[src/rtl/core/bfc_pkg.sv]
// ----------------------------------------------------------------------------
// bfc_pkg
// Shared types and constants for the bus frame checker.
// ----------------------------------------------------------------------------
`default_nettype none

package bfc_pkg;

    // Result status codes
    localparam logic [2:0] STS_FWD     = 3'd0;
    localparam logic [2:0] STS_PARITY  = 3'd1;
    localparam logic [2:0] STS_XOR     = 3'd2;
    localparam logic [2:0] STS_MASTER  = 3'd3;
    localparam logic [2:0] STS_TIMEOUT = 3'd4;

    // Request kinds
    localparam logic CMD_BYTE = 1'b0;
    localparam logic CMD_TICK = 1'b1;

    // Frame format
    localparam logic [3:0] LEN_MASK       = 4'hF;
    localparam logic [4:0] FRAME_OVERHEAD = 5'd3;
    localparam logic [4:0] MAX_FRAME_LEN  = 5'd18;
    localparam logic [1:0] ROLE_MASK      = 2'b11;
    localparam logic [1:0] ROLE_MASTER    = 2'b01;

    localparam logic [7:0] TIMEOUT_RESET  = 8'd10;

    typedef enum logic [1:0] {
        S_IDLE,
        S_RD,
        S_WR
    } bfc_state_t;

    // Controller -> datapath
    typedef struct packed {
        logic accept_en;   // input requests may be taken
        logic rd_issue;    // read frame store at replay index
        logic rep_load;    // move read data to output register
    } bfc_cmd_t;

    // Datapath -> controller
    typedef struct packed {
        logic out_free;      // output register empty or draining
        logic replay_start;  // good frame accepted, replay it
        logic rep_last;      // replay index at final byte
    } bfc_sts_t;

endpackage

`default_nettype wire

[src/rtl/core/bfc_datapath.sv]
// ----------------------------------------------------------------------------
// bfc_datapath
// Frame store, counters, checks and output register.
// ----------------------------------------------------------------------------
`default_nettype none

module bfc_datapath #(
    parameter int FRAME_DEPTH = 32
) (
    input  wire logic             clk,
    input  wire logic             rst_n,
    input  wire logic             in_valid,
    input  wire logic             cmd,
    input  wire logic [7:0]       rx_byte,
    input  wire logic             out_stall,
    output logic                  out_valid,
    output logic [7:0]            out_byte,
    output logic                  last_of_run,
    output logic [2:0]            status,
    input  wire logic             cfg_we,
    input  wire logic [7:0]       cfg_wdata,
    input  wire bfc_pkg::bfc_cmd_t ctl,
    output bfc_pkg::bfc_sts_t     sts
);

    localparam int AW = $clog2(FRAME_DEPTH);

    logic [7:0] mem [FRAME_DEPTH];
    logic [7:0] mem_q_reg;

    logic [4:0] count_reg, count_next;
    logic [7:0] xor_reg, xor_next;
    logic [7:0] idle_reg, idle_next;
    logic [7:0] timeout_reg;
    logic [7:0] call_reg;
    logic [3:0] hdr_reg;
    logic [4:0] rep_len_reg, rep_len_next;
    logic [4:0] rep_idx_reg, rep_idx_next;

    logic       out_valid_reg, out_valid_next;
    logic [7:0] out_byte_reg, out_byte_next;
    logic       out_last_reg, out_last_next;
    logic [2:0] out_sts_reg, out_sts_next;

    logic       in_fire;
    logic       byte_fire;
    logic       res_load;
    logic       replay_start;
    logic [4:0] cnt_inc;
    logic [7:0] xor_acc;
    logic [4:0] frame_len;
    logic [7:0] idle_sat;
    logic       frame_done;

    assign in_fire   = in_valid && ctl.accept_en;
    assign byte_fire = in_fire && (cmd == bfc_pkg::CMD_BYTE);
    assign cnt_inc   = count_reg + 5'd1;
    assign xor_acc   = (count_reg != 5'd0) ? (xor_reg ^ rx_byte) : xor_reg;
    assign frame_len = {1'b0, hdr_reg & bfc_pkg::LEN_MASK} + bfc_pkg::FRAME_OVERHEAD;
    assign idle_sat  = (idle_reg < timeout_reg) ? (idle_reg + 8'd1) : idle_reg;
    assign frame_done = (cnt_inc >= bfc_pkg::FRAME_OVERHEAD) && (cnt_inc >= frame_len);

    always_comb
    begin
        count_next     = count_reg;
        xor_next       = xor_reg;
        idle_next      = idle_reg;
        rep_len_next   = rep_len_reg;
        rep_idx_next   = rep_idx_reg;
        res_load       = 1'b0;
        replay_start   = 1'b0;
        out_byte_next  = out_byte_reg;
        out_last_next  = out_last_reg;
        out_sts_next   = out_sts_reg;

        if (in_fire && (cmd == bfc_pkg::CMD_TICK))
        begin
            idle_next = idle_sat;
            if ((idle_sat >= timeout_reg) && (count_reg != 5'd0))
            begin
                count_next    = 5'd0;
                xor_next      = 8'd0;
                idle_next     = 8'd0;
                res_load      = 1'b1;
                out_byte_next = 8'd0;
                out_last_next = 1'b1;
                out_sts_next  = bfc_pkg::STS_TIMEOUT;
            end
        end
        else if (byte_fire)
        begin
            idle_next  = 8'd0;
            count_next = cnt_inc;
            xor_next   = xor_acc;
            if (frame_done)
            begin
                count_next    = 5'd0;
                xor_next      = 8'd0;
                out_byte_next = 8'd0;
                out_last_next = 1'b1;
                priority if (^call_reg)
                begin
                    res_load     = 1'b1;
                    out_sts_next = bfc_pkg::STS_PARITY;
                end
                else if (xor_acc != 8'd0)
                begin
                    res_load     = 1'b1;
                    out_sts_next = bfc_pkg::STS_XOR;
                end
                else if ((call_reg[6:5] & bfc_pkg::ROLE_MASK) == bfc_pkg::ROLE_MASTER)
                begin
                    res_load     = 1'b1;
                    out_sts_next = bfc_pkg::STS_MASTER;
                end
                else
                begin
                    replay_start = 1'b1;
                    rep_len_next = frame_len;
                    rep_idx_next = 5'd0;
                end
            end
        end

        if (ctl.rep_load)
        begin
            out_byte_next = mem_q_reg;
            out_last_next = sts.rep_last;
            out_sts_next  = bfc_pkg::STS_FWD;
            rep_idx_next  = rep_idx_reg + 5'd1;
        end
    end

    // Output register: load wins over drain
    always_comb
    begin
        out_valid_next = out_valid_reg;
        if (out_valid_reg && !out_stall)
            out_valid_next = 1'b0;
        if (res_load || ctl.rep_load)
            out_valid_next = 1'b1;
    end

    always_ff @(posedge clk or negedge rst_n)
    begin
        if (!rst_n)
        begin
            count_reg     <= 5'd0;
            xor_reg       <= 8'd0;
            idle_reg      <= 8'd0;
            timeout_reg   <= bfc_pkg::TIMEOUT_RESET;
            rep_len_reg   <= 5'd0;
            rep_idx_reg   <= 5'd0;
            out_valid_reg <= 1'b0;
        end
        else
        begin
            count_reg     <= count_next;
            xor_reg       <= xor_next;
            idle_reg      <= idle_next;
            rep_len_reg   <= rep_len_next;
            rep_idx_reg   <= rep_idx_next;
            out_valid_reg <= out_valid_next;
            if (cfg_we)
                timeout_reg <= cfg_wdata;
        end
    end

    // Payload registers
    always_ff @(posedge clk)
    begin
        out_byte_reg <= out_byte_next;
        out_last_reg <= out_last_next;
        out_sts_reg  <= out_sts_next;
        if (byte_fire && (count_reg == 5'd0))
            call_reg <= rx_byte;
        if (byte_fire && (count_reg == 5'd1))
            hdr_reg <= rx_byte[3:0];
    end

    // Frame store
    always_ff @(posedge clk)
    begin
        if (byte_fire)
            mem[AW'(count_reg)] <= rx_byte;
        if (ctl.rd_issue)
            mem_q_reg <= mem[AW'(rep_idx_reg)];
    end

    assign sts.out_free     = !out_valid_reg || !out_stall;
    assign sts.replay_start = replay_start;
    assign sts.rep_last     = ((rep_idx_reg + 5'd1) == rep_len_reg);

    assign out_valid   = out_valid_reg;
    assign out_byte    = out_byte_reg;
    assign last_of_run = out_last_reg;
    assign status      = out_sts_reg;

    a_count_bound: assert property (@(posedge clk) disable iff (!rst_n)
        count_reg < bfc_pkg::MAX_FRAME_LEN)
        else $error("frame byte count beyond longest frame");

    a_replay_clears: assert property (@(posedge clk) disable iff (!rst_n)
        sts.replay_start |=> (count_reg == 5'd0) && (xor_reg == 8'd0))
        else $error("frame state not cleared after good frame");

    a_replay_in_range: assert property (@(posedge clk) disable iff (!rst_n)
        ctl.rep_load |-> (rep_idx_reg < rep_len_reg))
        else $error("replay index past frame length");

endmodule

`default_nettype wire

[config.mk]
export PLATFORM = sky130hd
export DESIGN_NAME = bfc_datapath
export DESIGN_NICKNAME = d
export VERILOG_FILES = /design/src/rtl/core/bfc_pkg.sv /design/src/rtl/core/bfc_datapath.sv
export SDC_FILE = /design/constraint.sdc
export NUM_CORES = 1
export LEC_CHECK = 0
export ABC_AREA = 0
export BUFFER_PORTS_ARGS = -buffer_cell sky130_fd_sc_hd__buf_2
export CAP_MARGIN = 20
export CELL_PAD_IN_SITES_DETAIL_PLACEMENT = 0
export CELL_PAD_IN_SITES_GLOBAL_PLACEMENT = 1
export CORE_ASPECT_RATIO = 0.75
export CORE_MARGIN = 1.5
export CORE_UTILIZATION = 36
export CTS_CLUSTER_DIAMETER = 40
export DETAILED_ROUTE_END_ITERATION = 7
export PLACE_DENSITY_LB_ADDON = 0.1
export SLEW_MARGIN = 20
export SYNTH_ARGS = -nofsm -noshare
export SYNTH_HDL_FRONTEND = slang
export SYNTH_SLANG_ARGS = --single-unit
[constraint.sdc]
create_clock -name clk -period 8.4 [get_ports clk]
set_clock_uncertainty 0.15 [all_clocks]
set_input_delay 1.26 -clock clk [delete_from_list [all_inputs] [get_ports clk]]
set_output_delay 1.26 -clock clk [all_outputs]
set_load 0.02 [all_outputs]
==> results.md <==
* Worst-Margin Slew at 0.965 ns
* Synthesized area per cell at 17.5 sq um
* Synth area leader: edfxtp_1
* CTS sink cnt at 328
* Mux share of post-synthesis cell area at 0.141
* Syn-to-layout area delta at 17.5%
* Routability congestion estimate at 0.813
* Final Power at 4.70 mW
* Worst Path Required at 6.99 ns
* Post-synth EDFFs at 285
* Main synth FF type: edfxtp_1
* Synth Area in Compound Gates at 0.0346
* Final setup TNS at 0 ns
* Worst Path Max Fanout at 12
* Fin area at 0.0162 sq mm
* Worst Setup End Kind: output port
* Placed Area at 0.0147 sq mm
* Largest cells by area after synthesis: edfxtp_1 62%, mux4_2 13%, dfrtp_1 6.9%, ha_1 2.5%, nand2_1 1.9%
* Crit path DAT at 3.45 ns
* Maximum VDD drop at 0.163 mV
* Core ar. at 0.0373 sq mm
* Final Net Count at 924
* Vias at 7306
* Most frequent cells in the layout: 285 x edfxtp_1, 80 x mux4_2, 70 x nand2_1
* Final Hold Vio Count at 0
* Antenna Cells at 0
* Worst setup SP type: flop
* Initial Util at 0.368
* Mapped Nets at 838
* DRC Markers at 0
* Drt via density at 5.19
* Clock-pin transition on the worst setup and hold timing paths at 0.05 ns
* Async SR Flop Fraction at 0.122
* Status: finished, final reports clean
* RSZ-0062 raised after global routing: false
* Number of cells produced by synthesis at 786
* Slew HR at 0.356
* Post-CTS Setup Inserts at 0
* Type of the worst setup path: reg2out
* H-Tree Level Count at 2
* Root buffer cell: clkbuf_16
* Share of cells above drive strength 1 at 0.276
* Post-CTS Resized at 0
* Deepest clock path buffer count at 3
* Avg WL per Cell at 24.4 um
* Synth top area share at 0.622
* Hold crit path type: reg2reg
* WL final at 34400 um
* Max Clk Rate at 206 MHz
* Max FFs per register at 256
* Final setup viols at 0
* Drt pass-1 iters at 5
* Power per Cell Area at 291 mW/mm^2
* Row cnt at 61
* Hold Worst Slack at 0.356 ns
* CTS tree: yes
* Post-Synth Adder-Cell Area at 0.0246
* Initial drt markers at 607
* Worst skew pair latency at 0.54 ns
* Minimum clock period at 4.86 ns
* Largest Register: mem
* # fillers at 3261
* Period utilization at 0.579
* Largest net degree at the start of global routing at 45
* Vias in the first global route at 7483
* DIE AREA at 0.0394 sq mm
* Initial antenna violation count at 1
* Sequential area share after synthesis at 0.700
* Leakage at 5.69 nW
* Die Y at 172 um
* GRT Util Overall at 0.181
* # hold bufs at CTS at 0
* Post-Synthesis Cell Area at 0.0138 sq mm
* #FFs+latches synth at 328
* Total I/O pin count at 41
* Count of max-cap constraint violations at 0
* First-pass GRT wire length at 50900 um
* CTS Buf Count at 42
* Final Max Slew Viols at 0
* Synth unique cells at 57
* Simple-gate share of the synthesized area at 0.0613
* Most common cell after layout, fill and taps aside: edfxtp_1
* Die width at 229 um
* Port Buf Inserts at 40
* GRT overflow at 0
* Routed Antenna Nets at 0
* Synth warnings at 0
* HPWL after DPL at 22300 um
* Largest family of logic cells by synthesized area: multiplexers
* Post-synthesis xor/xnor area fraction at 0.0221
path summary, 6_finish.rpt:
check / from / to / slack, ns / depth (start not counted)
max in group asynchronous: rst_n / timeout_reg[1]$_DFFE_PN1P_ / 7.12 / 2
setup reg to reg: idle_reg[5]$_DFFE_PN0P_ / idle_reg[4]$_DFFE_PN0P_ / 3.91 / 15
hold reg to reg: xor_reg[4]$_DFFE_PN0P_ / xor_reg[4]$_DFFE_PN0P_ / 0.36 / 1
setup / recovery: count_reg[0]$_DFFE_PN0P_ / sts[1] / 3.54 / 11
hold / removal: xor_reg[4]$_DFFE_PN0P_ / xor_reg[4]$_DFFE_PN0P_ / 0.36 / 1
min in group asynchronous: rst_n / out_valid$_DFFE_PN0P_ / 0.46 / 1
synthesized netlist by cell type, types with 5 or more instances:
library cell	number
edfxtp_1	285
mux4_2	80
nand2_1	70
nor2_1	48
dfrtp_1	38
ha_1	27
clkbuf_1	24
inv_1	19
o21ai_0	18
xor2_1	18
a31oi_1	13
and2_1	13
nand3_1	13
xnor2_1	13
a21oi_1	10
nand2b_1	9
mux2_2	7
a21o_1	6
mux2i_1	6
buf_2	5
metal layers:
metal / vias up / GRT usage / part of all wire
li1: 3271 / - / -
met1: 3808 / 0.258 / 0.48
met2: 169 / 0.288 / 0.46
met3: 58 / 0.0300 / 0.043
met4: 0 / 0.0513 / 0.021
met5: - / 0 / 0
final cells by class:
| type | instances | area (sq um) | share of cell area |
|---|---|---|---|
| sequential | 328 | 9630 | 0.596 |
| multi-input combinational | 404 | 3910 | 0.242 |
| clock buffer | 48 | 1100 | 0.0684 |
| tap | 504 | 631 | 0.0390 |
| timing repair buffer | 76 | 483 | 0.0299 |
| clock inverter | 29 | 320 | 0.0198 |
| inverter | 20 | 75.1 | 0.00465 |
where the power goes:
group          total, mW  internal, mW  switching (mW)
combinational      0.881         0.380           0.501
clock               1.82          1.11           0.709
sequential          2.00          1.88           0.123
worst max-delay path: stages (launching register included):
cell,delay (ns)
dfrtp_1,0.47
ha_1,0.29
nand3_1,0.11
xor2_1,0.27
inv_1,0.08
ha_1,0.30
o211ai_1,0.09
o21ai_0,0.30
nand3_1,0.25
nor4_4,0.32
buf_4,0.23
buf_2,0.20
cells by family (layout without fill, tap and decap cells):
group / Yosys count / count (layout)
DFF: 328 / 328
muxes: 93 / 93
buffers and inverters: 54 / 173
adders and majority gates: 27 / 27
and+or+nand+nor: 178 / 178
xor gates and xnor gates: 33 / 33
AOI/OAI and AO/OA: 73 / 73
stage by stage:
stage | setup slack, ns | utilization | instances
2_1_floorplan | 4.46 | - | 786
3_3_place_gp | 3.91 | 0.394 | 1331
3_5_place_dp | 3.90 | 0.394 | 1331
4_1_cts | 3.50 | 0.432 | 1408
5_1_grt | 3.22 | 0.433 | 1409
6_report | 3.54 | 0.433 | 1409
Power figures use the tool's default switching activity.
